==> config.mk <==
export PLATFORM = sky130hd
export DESIGN_NAME = tga_rle_packet_decoder
export DESIGN_NICKNAME = d
export VERILOG_FILES = /design/src/tgarle_pkg.sv /design/src/tgarle_in_stage.sv /design/src/tgarle_decode.sv /design/src/tgarle_out_stage.sv /design/src/tga_rle_packet_decoder.sv
export SDC_FILE = /design/constraint.sdc
export NUM_CORES = 1
export LEC_CHECK = 0
export BUFFER_PORTS_ARGS = -buffer_cell sky130_fd_sc_hd__buf_2
export CAP_MARGIN = 40
export CORE_UTILIZATION = 30
export CTS_BUF_LIST = sky130_fd_sc_hd__clkbuf_16
export CTS_CLUSTER_SIZE = 10
export DETAILED_ROUTE_END_ITERATION = 8
export PLACE_DENSITY = 0.54
export SLEW_MARGIN = 20
export SYNTH_ARGS = -nofsm -noshare
export SYNTH_HDL_FRONTEND = slang
export SYNTH_HIERARCHICAL = 1
export SYNTH_SLANG_ARGS = --single-unit
==> constraint.sdc <==
create_clock -name aclk -period 8.2 [get_ports aclk]
set_input_delay 1.64 -clock aclk [delete_from_list [all_inputs] [get_ports aclk]]
set_output_delay 1.64 -clock aclk [all_outputs]
set_load 0.03 [all_outputs]
==> src/tgarle_pkg.sv <==
// ----------------------------------------------------------------------------
// tgarle_pkg
// Shared types and constants of the run-length truecolor pixel decoder.
// ----------------------------------------------------------------------------
package tgarle_pkg;

    localparam int MAX_PACKET_PIXELS = 128;
    localparam int COUNT_W           = $clog2(MAX_PACKET_PIXELS);
    localparam int RUN_FLAG_BIT      = 7;

    localparam int BPP_W       = 3;
    localparam int TOTAL_W     = 32;
    localparam int DECODED_W   = TOTAL_W + 1;
    localparam int PART_W      = 24;
    localparam int CFG_INDEX_W = 2;
    localparam int CFG_DATA_W  = 32;

    localparam logic [BPP_W-1:0]   BPP_RESET   = 3'd3;
    localparam logic [BPP_W-1:0]   BPP_MIN     = 3'd2;
    localparam logic [BPP_W-1:0]   BPP_MAX     = 3'd4;
    localparam logic [TOTAL_W-1:0] TOTAL_RESET = 32'd1;

    // register indexes of the configuration port
    localparam logic [CFG_INDEX_W-1:0] CFG_IDX_BPP   = 2'd0;
    localparam logic [CFG_INDEX_W-1:0] CFG_IDX_TOTAL = 2'd1;

    typedef struct packed {
        logic [7:0] data_byte;
        logic       frame_start;
    } in_item_t;

    typedef struct packed {
        logic [31:0] pixel_value;
        logic [7:0]  repeat_count;
        logic        image_done;
        logic        overflow_error;
    } out_item_t;

    typedef struct packed {
        logic [BPP_W-1:0]   bytes_per_pixel;
        logic [TOTAL_W-1:0] total_pixels;
    } cfg_t;

endpackage

==> src/tgarle_in_stage.sv <==
// ----------------------------------------------------------------------------
// tgarle_in_stage
// Input register: holds one byte beat until the decode stage consumes it.
// ----------------------------------------------------------------------------
module tgarle_in_stage
    import tgarle_pkg::*;
(
    input  logic     aclk,
    input  logic     aresetn,
    input  logic     s_valid,
    output logic     s_ready,
    input  in_item_t s_data,
    input  logic     consume,
    output logic     item_valid,
    output in_item_t item
);

    logic     valid_reg;
    logic     valid_next;
    in_item_t data_reg;
    logic     take;

    assign s_ready    = !valid_reg || consume;
    assign take       = s_valid && s_ready;
    assign item_valid = valid_reg;
    assign item       = data_reg;

    always_comb begin
        valid_next = valid_reg;
        if (take) begin
            valid_next = 1'b1;
        end else if (consume) begin
            valid_next = 1'b0;
        end
    end

    always_ff @(posedge aclk) begin
        if (!aresetn) begin
            valid_reg <= 1'b0;
        end else begin
            valid_reg <= valid_next;
        end
    end

    always_ff @(posedge aclk) begin
        if (take) begin
            data_reg <= s_data;
        end
    end

endmodule

==> src/tgarle_decode.sv <==
// ----------------------------------------------------------------------------
// tgarle_decode
// Packet state and pixel assembly; one byte is decoded per consumed beat.
// ----------------------------------------------------------------------------
module tgarle_decode
    import tgarle_pkg::*;
(
    input  logic      aclk,
    input  logic      aresetn,
    input  logic      consume,
    input  in_item_t  item,
    input  cfg_t      cfg,
    output logic      res_valid,
    output out_item_t res
);

    logic                 expecting_header_reg, expecting_header_next;
    logic                 packet_is_run_reg, packet_is_run_next;
    logic [7:0]           pixels_left_reg, pixels_left_next;
    logic [1:0]           byte_position_reg, byte_position_next;
    logic [PART_W-1:0]    partial_pixel_reg, partial_pixel_next;
    logic [DECODED_W-1:0] pixels_decoded_reg, pixels_decoded_next;
    logic                 frame_finished_reg, frame_finished_next;

    // state as seen by this byte, after a possible frame restart
    logic                 cur_header;
    logic                 cur_run;
    logic [7:0]           cur_left;
    logic [1:0]           cur_pos;
    logic [PART_W-1:0]    cur_part;
    logic [DECODED_W-1:0] cur_decoded;
    logic                 cur_finished;

    logic [BPP_W-1:0]     bpp_eff;
    logic                 last_byte;
    logic [7:0]           b;
    logic [31:0]          byte_lane;
    logic [31:0]          pixel;
    logic [7:0]           count;
    logic [DECODED_W-1:0] total_ext;

    assign b         = item.data_byte;
    assign total_ext = {1'b0, cfg.total_pixels};

    always_comb begin
        if (item.frame_start) begin
            cur_header   = 1'b1;
            cur_run      = 1'b0;
            cur_left     = '0;
            cur_pos      = '0;
            cur_part     = '0;
            cur_decoded  = '0;
            cur_finished = 1'b0;
        end else begin
            cur_header   = expecting_header_reg;
            cur_run      = packet_is_run_reg;
            cur_left     = pixels_left_reg;
            cur_pos      = byte_position_reg;
            cur_part     = partial_pixel_reg;
            cur_decoded  = pixels_decoded_reg;
            cur_finished = frame_finished_reg;
        end
    end

    always_comb begin
        if (cfg.bytes_per_pixel < BPP_MIN) begin
            bpp_eff = BPP_MIN;
        end else if (cfg.bytes_per_pixel > BPP_MAX) begin
            bpp_eff = BPP_MAX;
        end else begin
            bpp_eff = cfg.bytes_per_pixel;
        end
    end

    assign last_byte = ({1'b0, cur_pos} + 3'd1) >= bpp_eff;

    always_comb begin
        case (cur_pos)
            2'd0:    byte_lane = {24'b0, b};
            2'd1:    byte_lane = {16'b0, b, 8'b0};
            2'd2:    byte_lane = {8'b0, b, 16'b0};
            default: byte_lane = {b, 24'b0};
        endcase
    end

    assign pixel = {8'b0, cur_part} | byte_lane;
    assign count = cur_run ? cur_left : 8'd1;

    always_comb begin
        expecting_header_next = cur_header;
        packet_is_run_next    = cur_run;
        pixels_left_next      = cur_left;
        byte_position_next    = cur_pos;
        partial_pixel_next    = cur_part;
        pixels_decoded_next   = cur_decoded;
        frame_finished_next   = cur_finished;
        res_valid             = 1'b0;
        res.pixel_value       = pixel;
        res.repeat_count      = count;
        res.image_done        = 1'b0;
        res.overflow_error    = 1'b0;
        if (!cur_finished) begin
            if (cur_header) begin
                packet_is_run_next    = b[RUN_FLAG_BIT];
                pixels_left_next      = {1'b0, b[COUNT_W-1:0]} + 8'd1;
                byte_position_next    = '0;
                partial_pixel_next    = '0;
                expecting_header_next = 1'b0;
            end else if (!last_byte) begin
                partial_pixel_next = cur_part | byte_lane[PART_W-1:0];
                byte_position_next = cur_pos + 2'd1;
            end else begin
                partial_pixel_next  = '0;
                byte_position_next  = '0;
                pixels_left_next    = cur_run ? 8'd0 : cur_left - 8'd1;
                pixels_decoded_next = cur_decoded + {{(DECODED_W-8){1'b0}}, count};
                res_valid           = 1'b1;
                res.image_done      = pixels_decoded_next >= total_ext;
                res.overflow_error  = pixels_decoded_next > total_ext;
                if (pixels_left_next == 8'd0) begin
                    expecting_header_next = 1'b1;
                    frame_finished_next   = res.image_done;
                end
            end
        end
    end

    always_ff @(posedge aclk) begin
        if (!aresetn) begin
            expecting_header_reg <= 1'b1;
            packet_is_run_reg    <= 1'b0;
            pixels_left_reg      <= '0;
            byte_position_reg    <= '0;
            partial_pixel_reg    <= '0;
            pixels_decoded_reg   <= '0;
            frame_finished_reg   <= 1'b0;
        end else if (consume) begin
            expecting_header_reg <= expecting_header_next;
            packet_is_run_reg    <= packet_is_run_next;
            pixels_left_reg      <= pixels_left_next;
            byte_position_reg    <= byte_position_next;
            partial_pixel_reg    <= partial_pixel_next;
            pixels_decoded_reg   <= pixels_decoded_next;
            frame_finished_reg   <= frame_finished_next;
        end
    end

    // nothing is collected before the first byte of a pixel
    a_part_empty: assert property (@(posedge aclk) disable iff (!aresetn)
        byte_position_reg == 2'd0 |-> partial_pixel_reg == '0)
        else $error("partial pixel not empty at byte position zero");

    // inside a packet there is always at least one pixel still to come
    a_left_nonzero: assert property (@(posedge aclk) disable iff (!aresetn)
        !expecting_header_reg && !frame_finished_reg |-> pixels_left_reg != 8'd0)
        else $error("packet active with no pixels left");

    // a finished frame ignores bytes until a restart
    a_finished_hold: assert property (@(posedge aclk) disable iff (!aresetn)
        consume && frame_finished_reg && !item.frame_start
        |=> $stable(pixels_decoded_reg) && frame_finished_reg)
        else $error("state changed after frame end");

    // header bytes never produce a result
    a_header_silent: assert property (@(posedge aclk) disable iff (!aresetn)
        cur_header |-> !res_valid)
        else $error("result from a header byte");

    a_ovf_implies_done: assert property (@(posedge aclk) disable iff (!aresetn)
        res_valid && res.overflow_error |-> res.image_done)
        else $error("overflow without image done");

endmodule

==> src/tgarle_out_stage.sv <==
// ----------------------------------------------------------------------------
// tgarle_out_stage
// Result register: holds one decoded beat until the sink takes it.
// ----------------------------------------------------------------------------
module tgarle_out_stage
    import tgarle_pkg::*;
(
    input  logic      aclk,
    input  logic      aresetn,
    output logic      room,
    input  logic      load,
    input  out_item_t res,
    output logic      m_valid,
    input  logic      m_ready,
    output out_item_t m_data
);

    logic      valid_reg;
    logic      valid_next;
    out_item_t data_reg;

    assign room    = !valid_reg || m_ready;
    assign m_valid = valid_reg;
    assign m_data  = data_reg;

    always_comb begin
        valid_next = valid_reg;
        if (load) begin
            valid_next = 1'b1;
        end else if (m_ready) begin
            valid_next = 1'b0;
        end
    end

    always_ff @(posedge aclk) begin
        if (!aresetn) begin
            valid_reg <= 1'b0;
        end else begin
            valid_reg <= valid_next;
        end
    end

    always_ff @(posedge aclk) begin
        if (load) begin
            data_reg <= res;
        end
    end

endmodule

==> src/tga_rle_packet_decoder.sv <==
// ----------------------------------------------------------------------------
// tga_rle_packet_decoder
// Run-length truecolor pixel stream decoder, one compressed byte per beat.
//
//   channel | ports                      | payload
//   --------+----------------------------+-------------------------------
//   input   | s_valid s_ready s_data     | data_byte, frame_start
//   result  | m_valid m_ready m_data     | pixel, repeat, done, overflow
//   config  | cfg_we cfg_index cfg_wdata | bytes_per_pixel, total_pixels
//
// One byte per cycle sustained while the result side does not stall.
// The input register feeds the decode logic, which writes the result register.
// Header bytes and non-final pixel bytes give no result beat.
// A stalled result holds the decode stage; the input register still takes a beat while empty.
// Synchronous active-low reset; no clearing pass.
// ----------------------------------------------------------------------------
module tga_rle_packet_decoder
    import tgarle_pkg::*;
(
    input  logic                   aclk,
    input  logic                   aresetn,
    input  logic                   s_valid,
    output logic                   s_ready,
    input  in_item_t               s_data,
    output logic                   m_valid,
    input  logic                   m_ready,
    output out_item_t              m_data,
    input  logic                   cfg_we,
    input  logic [CFG_INDEX_W-1:0] cfg_index,
    input  logic [CFG_DATA_W-1:0]  cfg_wdata
);

    cfg_t             cfg_reg;
    cfg_t             cfg_next;
    logic             item_valid;
    in_item_t         item;
    logic             room;
    logic             consume;
    logic             res_valid;
    out_item_t        res;

    always_comb begin
        cfg_next = cfg_reg;
        if (cfg_we) begin
            unique case (cfg_index)
                CFG_IDX_BPP:   cfg_next.bytes_per_pixel = cfg_wdata[BPP_W-1:0];
                CFG_IDX_TOTAL: cfg_next.total_pixels    = cfg_wdata[TOTAL_W-1:0];
                default:       cfg_next = cfg_reg;
            endcase
        end
    end

    always_ff @(posedge aclk) begin
        if (!aresetn) begin
            cfg_reg.bytes_per_pixel <= BPP_RESET;
            cfg_reg.total_pixels    <= TOTAL_RESET;
        end else begin
            cfg_reg <= cfg_next;
        end
    end

    assign consume = item_valid && room;

    tgarle_in_stage u_in (
        .aclk       (aclk),
        .aresetn    (aresetn),
        .s_valid    (s_valid),
        .s_ready    (s_ready),
        .s_data     (s_data),
        .consume    (consume),
        .item_valid (item_valid),
        .item       (item)
    );

    tgarle_decode u_decode (
        .aclk      (aclk),
        .aresetn   (aresetn),
        .consume   (consume),
        .item      (item),
        .cfg       (cfg_reg),
        .res_valid (res_valid),
        .res       (res)
    );

    tgarle_out_stage u_out (
        .aclk    (aclk),
        .aresetn (aresetn),
        .room    (room),
        .load    (consume && res_valid),
        .res     (res),
        .m_valid (m_valid),
        .m_ready (m_ready),
        .m_data  (m_data)
    );

endmodule

==> key figures, run 1 <==
Status
  – Status: finished clean

Floorplan
  – Die ar.: 0.0300 mm²
  – Top-level I/O count: approximately 90
  – Initial Util: between 30% and 40%
  – # rows: 62
  – Die Ht: 173 µm
  – Die width: 173 µm
  – Core Area: 0.0288 mm²

Layout
  – Diode count: 0
  – Fraction of layout cells with a size suffix above 1: 15.0%
  – Final Non-Filler Cells: 1433
  – Syn-to-layout area delta: 15.2%
  – Nets: 1135
  – Post-route design area: 0.0101 mm²
  – Max reg flops: 42
  – Fill count: 2981

Yosys
  – Post-synthesis async set-or-reset flop share: 0%
  – Post-Synth XOR/XNOR Area: 3.39%
  – Yosys reg bits: 158
  – Adder-cell share of the synthesized area: ~7.3%
  – Mapped Avg Cell Area: 9.07 µm²
  – Compound-Gate Fraction of Synth Area: 17.1%
  – Seq/Total Area, Yosys: 41.8%
  – Gate Count Post-Synth: 969
  – Syn_nets: approximately 1.1k
  – Post-Synth Simple-Gate Area: a little over a fifth
  – Synth Cell Area: 0.00879 mm²
  – Synth unique cells: 79
  – Main flop type after synthesis: dfxtp_1
  – Multiplexer area fraction after synthesis: 4.34%
  – Largest family of logic cells by synthesized area: simple AND/OR/NAND/NOR gates
  – Synth warn: 6
  – Number of synthesized flops with an enable pin: 51

Clocking
  – Clk_lat worst skew: 0.44 ns
  – Clock Sinks: between 150 and 200
  – Post-CTS resize count: 0
  – Clock Tree Buf Depth: 2
  – Post-CTS Setup Bufs: 0
  – Root buffer cell: clkbuf_16
  – # hold bufs at CTS: 0
  – H-tree depth: 4
  – Number of CTS-inserted buffers: 17
  – CTS tree: built
  – Reg clk slew, reported paths: approximately 0.070 ns

Timing
  – Final setup fails: 0
  – Clk_skew: 0.00999 ns
  – Setup TNS: 0 ns
  – Fmax: between 150 and 200 MHz
  – Final hold vios: 0
  – Period utilization: 66.4%
  – Tmin final: 5.44 ns
  – Actual slew at the worst max-slew pin: 0.782 ns
  – Max-slew violation count: 0
  – Setup ws final: 2.76 ns
  – Slew Limit Headroom: 47.9%
  – RSZ-0062 raised after global routing: false

Pwr
  – Peak VDD IR: 141 µV
  – Leakage power: 3.79 nW
  – P per Cell Area: 170 mW/mm²

Detailed routing
  – DRC viols: 0
  – Antenna-violating nets left: 0
  – Avg Vias per Cell: between 5 and 6
  – Initial detailed-routing violation count: 653
  – Final wirelength: 23600 µm
  – Post-DR wirelength/cell: around 16 µm
  – Vias after detailed routing: 7310
  – Pre-antenna DRT Iters: 5

Placed design
  – Post-Place Setup Slack: around 2.8 ns
  – DP Area: 0.00959 mm²
  – Placed insts: roughly 1.4k
  – Placer Congestion: 0.881
  – HPWL Detailed: 16600 µm
  – Port Buffers: 91

Job
  – Max-cap violation count: 0

Worst setup path
  – Startpoint Class: flip-flop
  – Worst Path Max Fanout: 16
  – Data required, critical path: around 8.4 ns
  – CP endpoint kind: flip-flop
  – CP Class: reg -> reg
  – Reg2Reg Setup Slack: 2.76 ns
  – Critical Path AT: 5.60 ns

Global route
  – Largest net degree at the start of global routing: 80
  – Vias in the first global route: ~6.9k
  – Antenna violations before repair: 0
  – Total GRT Usage: 16.0%
  – GRT overflow: 0
  – First-pass GRT wire length: roughly 38000 µm

Min path
  – Worst Hold Class: reg -> reg
-- area by class of cell --
class	count	area, µm²	share of cell area (%)
Timing Repair Buffer	103	576	5.68
Clock buffer	17	425	4.20
Multi-Input combinational cell	708	4680	46.2
Inverter	48	180	1.78
Clock inverter	15	113	1.11
Tap cell	384	480	4.74
Sequential cell	158	3670	36.3
-- final timing paths --
| path | startpoint | to | depth (start not counted) |
|---|---|---|---|
| hold / removal | cfg_reg[15]$_SDFFE_PN0P_ | cfg_reg[15]$_SDFFE_PN0P_ | 2 |
| setup reg to reg | u_in/item[0]$_DFFE_PP_ | u_out/m_data[1]$_DFFE_PP_ | 16 |
| setup / recovery | u_in/item[0]$_DFFE_PP_ | u_out/m_data[1]$_DFFE_PP_ | 16 |
| hold reg to reg | cfg_reg[15]$_SDFFE_PN0P_ | cfg_reg[15]$_SDFFE_PN0P_ | 2 |
-- cells in the final DEF (no fill, tap or decap), types with 6 or more instances in the layout --
cell,Yosys,layout
nor2_1,81,81
a22o_1,28,28
and2_1,20,20
o21ai_0,36,36
or4_1,6,6
a31oi_1,12,12
dfxtp_1,107,107
a21oi_1,44,44
nor3_1,13,13
edfxtp_1,51,51
o31ai_1,7,7
nand2_1,120,120
nand2b_1,6,6
a22oi_1,32,32
clkbuf_16,0,17
inv_1,48,48
nor2b_1,28,28
o211ai_1,6,6
xor2_1,16,16
mux2i_1,37,37
and3_1,10,9
buf_4,0,8
or3_1,10,10
nand4_1,11,11
nand3_1,36,36
ha_1,50,50
xnor2_1,18,18
buf_2,10,92
-- kinds of logic after synthesis --
kind of cell	after synthesis
fa+ha+maj	51
flops	158
mux	38
simple gates	370
xor+xnor	34
buf+inv	103
compound gates	215
-- synth_stat cells, types with 4 or more instances --
cell | instances | area [µm²]
ha_1 | 50 | 626
nand2b_1 | 6 | 37.5
or4_1 | 6 | 45.0
nor3_1 | 13 | 65.1
nor2_1 | 81 | 304
a21oi_1 | 44 | 220
xnor2_1 | 18 | 158
a21o_1 | 5 | 37.5
edfxtp_1 | 51 | 1530
a31oi_1 | 12 | 75.1
inv_1 | 48 | 180
buf_1 | 8 | 30.0
and2_1 | 20 | 125
buf_6 | 4 | 45.0
a41oi_1 | 4 | 35.0
a211oi_1 | 5 | 37.5
or3_1 | 10 | 62.6
and4_1 | 4 | 35.0
dfxtp_1 | 107 | 2140
o31ai_1 | 7 | 52.6
o311ai_0 | 4 | 35.0
o21ai_0 | 36 | 180
nand3_1 | 36 | 180
buf_2 | 10 | 50.1
clkbuf_1 | 32 | 120
nand2_1 | 120 | 450
nand4_1 | 11 | 68.8
o211ai_1 | 6 | 45.0
and3_1 | 10 | 62.6
a22oi_1 | 32 | 240
mux2i_1 | 37 | 370
xor2_1 | 16 | 140
a22o_1 | 28 | 245
nor2b_1 | 28 | 175
-- where the power goes --
group          switching, W  internal (W)
combinational     0.0000883     0.0000544
sequential        0.0000185      0.000819
clock              0.000347      0.000390
-- per-layer routing --
layer	share of wire, %	track usage [%]
met1	49	22.3
met2	45	25.0
met3	5.1	2.42
met4	1.6	5.97
met5	0	0
-- per-stage QoR --
stage | utilization, % | hold slack (ns) | total power, W
after floorplan | - | 0.427 | 0.000947
after global placement | 33.1 | 0.444 | 0.000994
after detailed placement | 33.3 | 0.448 | 0.000996
after CTS | 35.2 | 0.461 | 0.00174
after global routing | 35.2 | 0.463 | 0.00179
final | 35.2 | 0.457 | 0.00172
-- critical path, stage by stage, from the launching register on --
cell and delay, ns:
edfxtp_1 0.63, nor2b_1 0.48, nand2b_1 0.17, ha_1 0.27, fa_1 0.43, a211oi_1 0.45, nor3_2 0.18, o2111ai_1 0.48
nor2_1 0.11, xor2_1 0.16, ha_1 0.32, a21oi_1 0.15, nand2_1 0.08, a2111oi_0 0.45, o2111ai_1 0.17, o211ai_1 0.42
a41oi_1 0.20
Note: power is estimated with default switching activity, not from simulation.
==> run 2, diff against run 1 <==
--- a/config.mk
+++ b/config.mk
@@ -11,7 +11,7 @@
 export CTS_BUF_LIST = sky130_fd_sc_hd__clkbuf_16
 export CTS_CLUSTER_SIZE = 10
 export DETAILED_ROUTE_END_ITERATION = 8
-export PLACE_DENSITY = 0.54
+export PLACE_DENSITY = 0.56
 export SLEW_MARGIN = 20
 export SYNTH_ARGS = -nofsm -noshare
 export SYNTH_HDL_FRONTEND = slang
==> constraint.sdc (replaced) <==
create_clock -name aclk -period 4.95 [get_ports aclk]
set_input_delay 0.99 -clock aclk [delete_from_list [all_inputs] [get_ports aclk]]
set_output_delay 0.99 -clock aclk [all_outputs]
set_load 0.03 [all_outputs]
==> run 2 against run 1 <==
  * Fmax grew 17%
  * First-iteration DRC count shrank 13%
  * Critical path depth grew 1
==> key figures, run 2 (same netlist as run 1, synthesis figures left out) <==
Clocking
  – Clock Sinks: 158
  – Reg clk slew, reported paths: roughly 0.06 ns
  – H-tree depth: 4
  – Number of CTS-inserted buffers: 17
  – # hold bufs at CTS: 0
  – Clk_lat worst skew: 0.44 ns
  – Root buffer cell: clkbuf_16
  – Clock Tree Buf Depth: 2
  – CTS tree: built

Worst setup path
  – Reg2Reg Setup Slack: around 0.32 ns
  – Critical Path AT: 4.80 ns
  – Max incr delay on CP: 0.48 ns
  – Data required, critical path: ~5.1 ns
  – R2r startpoint: u_in/item[0]$_DFFE_PP_
  – Reg2reg end: u_out/m_data[1]$_DFFE_PP_
  – CP endpoint kind: flip-flop
  – CP Class: reg -> reg
  – Setup crit start: u_in/item[0]$_DFFE_PP_
  – Startpoint Class: flip-flop
  – Worst Path Max Fanout: 27
  – Reg2reg path depth: 17
  – Crit-path slowest cell: a221o_1
  – Worst Setup EP: u_out/m_data[1]$_DFFE_PP_
  – CP Cell Sequence: buf_4, nor2b_1, ha_1, a211oi_1, o21ai_0, a221o_1, and2_0, nand3_1, xnor2_1, ha_1, nand3_1, nand2_1, a2111oi_0, o2111ai_1, o211ai_1, buf_4, a41oi_1

Layout
  – Fill count: approximately 2.9k
  – Final Non-Filler Cells: 1440
  – Max reg flops: 42
  – Commonest non-fill, non-tap cell in the layout: nand2_1
  – Nets: approximately 1.1k
  – Area of the multi-input gates: 0.00469 mm²
  – Post-route design area: about 0.01 mm²
  – Syn-to-layout area delta: 16.2%
  – Most frequent cells in the layout: 120 x nand2_1, 107 x dfxtp_1, 91 x buf_2
  – Fraction of layout cells with a size suffix above 1: 15.5%
  – Diode count: 0
  – Register area: 0.00367 mm²

Global route
  – First-pass GRT wire length: between 30000 and 40000 µm
  – Largest net degree at the start of global routing: 78
  – Antenna violations before repair: 0
  – GRT overflow: 0
  – Total GRT Usage: ~16%
  – Vias in the first global route: 7054

Timing
  – Final hold vios: 0
  – Fmax: ~220 MHz
  – Tmin final: 4.63 ns
  – Final setup fails: 0
  – Setup TNS: 0 ns
  – RSZ-0062 raised after global routing: false
  – Period utilization: 93.6%
  – Setup ws final: 0.317 ns
  – Slew Limit Headroom: 46.9%
  – Clk_skew: roughly 0.02 ns
  – Actual slew at the worst max-slew pin: roughly 0.8 ns
  – Max-slew violation count: 0

Pwr
  – Peak VDD IR: 229 µV
  – Clock Power Share: between 40% and 50%
  – Switch share: 26.9%
  – Net Sw Power: 0.000771 W
  – P per Cell Area: 281 mW/mm²
  – P_int: 0.00210 W
  – Leakage power: 3.83 nW
  – Logic pwr share: 8.7%
  – Sequential Power Share: 48.2%

Detailed routing
  – Pre-antenna DRT Iters: 5
  – DRC viols: 0
  – Initial detailed-routing violation count: 567
  – Final wirelength: 24100 µm
  – Vias after detailed routing: 7373
  – Post-DR wirelength/cell: 16.7 µm
  – Antenna-violating nets left: 0
  – Avg Vias per Cell: 5.12

Floorplan
  – Die width: 173 µm
  – Core Area: 0.0288 mm²
  – # rows: 62
  – Die ar.: around 0.030 mm²
  – Top-level I/O count: 92
  – Die Ht: 173 µm
  – Initial Util: 30.5%

Placed design
  – Port Buffers: 91
  – DP Area: roughly 0.0097 mm²
  – Post-Place Setup Slack: 0.293 ns
  – HPWL Detailed: roughly 17000 µm
  – Placer Congestion: roughly 0.9
  – Placed insts: roughly 1.4k

Status
  – Status: finished clean

Min path
  – Worst Hold Class: reg -> reg

Job
  – Max-cap violation count: 0
-- run 2: cell types whose count changed in the layout (fill, tap and decap cells not counted), moves of 2 or more --
cell / previous run / this run
buf_16: 0 / 2
buf_4: 8 / 16
clkinv_2: 3 / 1
clkinv_4: 4 / 1
clkinvlp_4: 2 / 4
inv_1: 48 / 50
inv_8: 0 / 2
-- run 2: per-layer routing --
metal	global-route usage [%]	wire, µm	vias up
met4	5.57	436	0
met1	22.0	11600	3557
met2	25.9	11300	161
li1	-	-	3630
met3	2.26	784	25
met5	0	0	-
-- run 2: cell type report --
class	instances	area share, %
Inverter	48	1.76
Sequential cell	158	36.0
Clock inverter	15	1.10
Tap cell	384	4.70
Clock buffer	17	4.17
Multi-Input combinational cell	708	45.9
Timing Repair Buffer	110	6.37
-- run 2: timing repair --
| item | CTS | global route |
|---|---|---|
| setup buffers | 0 | 1 |
| setup endpoints to repair | 0 | 3 |
| gates resized for setup | 0 | 1 |
-- run 2: per-stage QoR --
step,hold WS (ns),utilization [%],total power (W)
2_1_floorplan,0.427,-,0.00157
3_3_place_gp,0.444,33.4,0.00165
3_5_place_dp,0.450,33.6,0.00166
4_1_cts,0.461,35.4,0.00289
5_1_grt,0.475,35.5,0.00297
6_report,0.459,35.5,0.00287
-- run 2: worst min path at each step --
stage / cells after the start / startpoint / end
floorplan: 1 / cfg_reg[33]$_SDFFE_PN1P_ / cfg_reg[33]$_SDFFE_PN1P_
global placement: 2 / cfg_reg[31]$_SDFFE_PN0P_ / cfg_reg[31]$_SDFFE_PN0P_
detailed placement: 2 / cfg_reg[7]$_SDFFE_PN0P_ / cfg_reg[7]$_SDFFE_PN0P_
CTS: 2 / cfg_reg[2]$_SDFFE_PN0P_ / cfg_reg[2]$_SDFFE_PN0P_
global route: 2 / cfg_reg[3]$_SDFFE_PN0P_ / cfg_reg[3]$_SDFFE_PN0P_
finish: 2 / cfg_reg[10]$_SDFFE_PN0P_ / cfg_reg[10]$_SDFFE_PN0P_
-- run 2: power groups by stage --
stage,combinational [W],sequential (W),clock (W)
floorplan,0.000170,0.00140,0
global placement,0.000239,0.00141,0
CTS,0.000247,0.00138,0.00126
detailed placement,0.000246,0.00141,0
global route,0.000274,0.00139,0.00132
finish,0.000250,0.00138,0.00124
-- run 2: worst max-delay path, delay by kind of cell, from the launching register on --
family / cells / cell delay [ns]
xor gates and xnor gates: 1 / 0.15
and+or+nand+nor: 5 / 0.87
AOI/OAI and AO/OA: 7 / 1.95
adders and majority gates: 2 / 0.59
DFF: 1 / 0.40
buffers and inverters: 2 / 0.40
==> run 3, diff against run 2 <==
--- a/config.mk
+++ b/config.mk
@@ -11,6 +11,7 @@
 export CTS_BUF_LIST = sky130_fd_sc_hd__clkbuf_16
 export CTS_CLUSTER_SIZE = 10
 export DETAILED_ROUTE_END_ITERATION = 8
+export MAX_ROUTING_LAYER = met4
 export PLACE_DENSITY = 0.56
 export SLEW_MARGIN = 20
 export SYNTH_ARGS = -nofsm -noshare
==> run 3 against run 2 <==
  * Fmax increased by 0.42%
  * Design area increased by 0.52%
  * Critical endpoint unchanged
  * Critical path depth decreased by 1
  * Clock skew decreased by 0.0022 ns
  * Clock-buffer cell count increased by 2
  * Via count decreased by 0.18%
  * Largest cell class unchanged
  * Flip-flop and latch count unchanged
  * Register-to-register slack improved by 0.02 ns
  * Final cell count about the same
==> key figures, run 3 (same netlist as run 1, synthesis figures left out) <==
Status
  – Status: finished clean

Layout
  – Most frequent cells in the layout: 120 x nand2_1, 107 x dfxtp_1, 91 x buf_2
  – Fraction of layout cells with a size suffix above 1: 15.7%
  – Max reg flops: 42
  – Commonest non-fill, non-tap cell in the layout: nand2_1
  – Syn-to-layout area delta: 16.8%
  – Area of the multi-input gates: roughly 0.0047 mm²
  – Diode count: 0
  – Nets: 1141
  – Fill count: 2914
  – Register area: between 0.003 and 0.004 mm²

Timing
  – Slew Limit Headroom: 49.0%
  – Max-slew violation count: 0
  – Clk_skew: roughly 0.018 ns
  – Final hold vios: 0
  – Period utilization: 93.2%
  – Tmin final: about 4.6 ns
  – Final setup fails: 0
  – Setup TNS: 0 ns
  – Fmax: 217 MHz
  – Actual slew at the worst max-slew pin: 0.763 ns
  – RSZ-0062 raised after global routing: false

Min path
  – Worst Hold Class: reg -> reg

Detailed routing
  – DRC viols: 0
  – Post-DR wirelength/cell: 16.3 µm
  – Final wirelength: 23500 µm
  – Initial detailed-routing violation count: 573
  – Pre-antenna DRT Iters: 6
  – Vias after detailed routing: 7360
  – Avg Vias per Cell: 5.11
  – Antenna-violating nets left: 0

Worst setup path
  – CP Class: reg -> reg
  – CP Cell Sequence: buf_12, nor2b_1, ha_1, a211oi_1, o21ai_0, a221o_1, and2_1, nand3_1, xnor2_1, ha_1, nand3_1, nand2_1, a2111oi_0, o2111ai_1, o211ai_1, a41oi_1
  – Reg2Reg Setup Slack: roughly 0.34 ns
  – Worst Path Max Fanout: slightly below 60
  – Crit-path slowest cell: a221o_1
  – CP endpoint kind: flip-flop
  – Max incr delay on CP: 0.48 ns
  – Startpoint Class: flip-flop
  – Data required, critical path: 5.10 ns
  – Critical path's top delay family: compound AO/OA/AOI/OAI gates
  – WP buf/inv: 1
  – Critical Path AT: 4.77 ns

Clocking
  – Clock Tree Buf Depth: 2
  – Root buffer cell: clkbuf_16
  – Clock Sinks: 158
  – H-tree depth: 4
  – Clk_lat worst skew: approximately 0.43 ns
  – Post-CTS Setup Bufs: 0
  – Reg clk slew, reported paths: 0.07 ns
  – CTS tree: built
  – Number of CTS-inserted buffers: 17

Floorplan
  – Top-level I/O count: 92
  – Die Ht: 173 µm
  – Die width: 173 µm
  – Die ar.: 0.0300 mm²
  – # rows: 62
  – Core Area: between 0.02 and 0.03 mm²
  – Initial Util: 30.5%

Global route
  – GRT overflow: 0
  – Antenna violations before repair: 1
  – Largest net degree at the start of global routing: between 70 and 80
  – Total GRT Usage: 16.3%
  – Vias in the first global route: 6979
  – First-pass GRT wire length: 37400 µm

Pwr
  – Peak VDD IR: a little over 200 µV
  – Pwr Total: 0.00294 W
  – Leakage power: 3.86 nW
  – P per Cell Area: ~290 mW/mm²

Job
  – Max-cap violation count: 0

Placed design
  – HPWL Detailed: 16700 µm
  – Port Buffers: 91
  – Placer Congestion: 0.888
[run 3: cell count changes in the layout (fill, tap and decap cells not counted), moves of 2 or more]
cell | previous run | this run
buf_8 | 0 | 2
clkbuf_16 | 17 | 19
clkinvlp_4 | 4 | 1
inv_1 | 50 | 48
inv_6 | 4 | 6
buf_4 | 16 | 13
[run 3: what timing repair did]
item / CTS / global route
resized for setup: 0 / 2
setup endpoints to repair: 0 / 2
hold buffers: 0 / 0
hold endpoints to repair: 0 / 0
[run 3: worst register-to-register path, stage by stage, from the launching register on]
cell	delay, ns
edfxtp_1	0.43
buf_12	0.21
nor2b_1	0.24
ha_1	0.28
a211oi_1	0.30
o21ai_0	0.15
a221o_1	0.48
and2_1	0.28
nand3_1	0.13
xnor2_1	0.15
ha_1	0.30
nand3_1	0.09
nand2_1	0.07
a2111oi_0	0.47
o2111ai_1	0.22
o211ai_1	0.37
a41oi_1	0.16
[run 3: final timing paths]
| check | cells past startpoint | start | to |
|---|---|---|---|
| max | 16 | u_in/item[0]$_DFFE_PP_ | u_out/m_data[1]$_DFFE_PP_ |
| min | 2 | cfg_reg[18]$_SDFFE_PN0P_ | cfg_reg[18]$_SDFFE_PN0P_ |
| max reg2reg | 16 | u_in/item[0]$_DFFE_PP_ | u_out/m_data[1]$_DFFE_PP_ |
| min reg2reg | 2 | cfg_reg[18]$_SDFFE_PN0P_ | cfg_reg[18]$_SDFFE_PN0P_ |
[run 3: final cells by class]
type | count | share of cell area (%)
multi-input cells | 708 | 45.7
flip-flops and latches | 158 | 35.8
repair buffers | 109 | 6.34
well taps | 384 | 4.68
clock buffers | 19 | 4.63
inverters | 48 | 1.76
clock inverters | 13 | 1.12
[run 3: routing by layer]
layer  routed length, µm  part of all wire [%]  global-route usage (%)  up-vias
met3                1010                   4.3                    2.46       30
met2               10900                    47                    25.3      212
met5                   0                     0                       -        -
met1               11100                    47                    21.4     3479
li1                    -                     -                       -     3639
met4                 460                   2.0                    5.75        0
[run 3: power by group]
group | switching [W] | internal (W)
clock | 0.000594 | 0.000720
sequential | 0.0000272 | 0.00136
combinational | 0.000151 | 0.0000946
total | 0.000773 | 0.00217
[run 3: through the flow]
stage / util, % / cell area (µm²) / hold WS [ns] / setup WS (ns) / instances
global route: 35.7 / 10300 / 0.474 / 0.0144 / 1439
floorplan: - / 8800 / 0.427 / 0.0641 / 969
global placement: 33.4 / 9610 / 0.444 / 0.391 / 1404
detailed placement: 33.6 / 9670 / 0.447 / 0.275 / 1407
finish: 35.7 / 10300 / 0.456 / 0.336 / 1439
CTS: 35.7 / 10300 / 0.459 / 0.247 / 1439
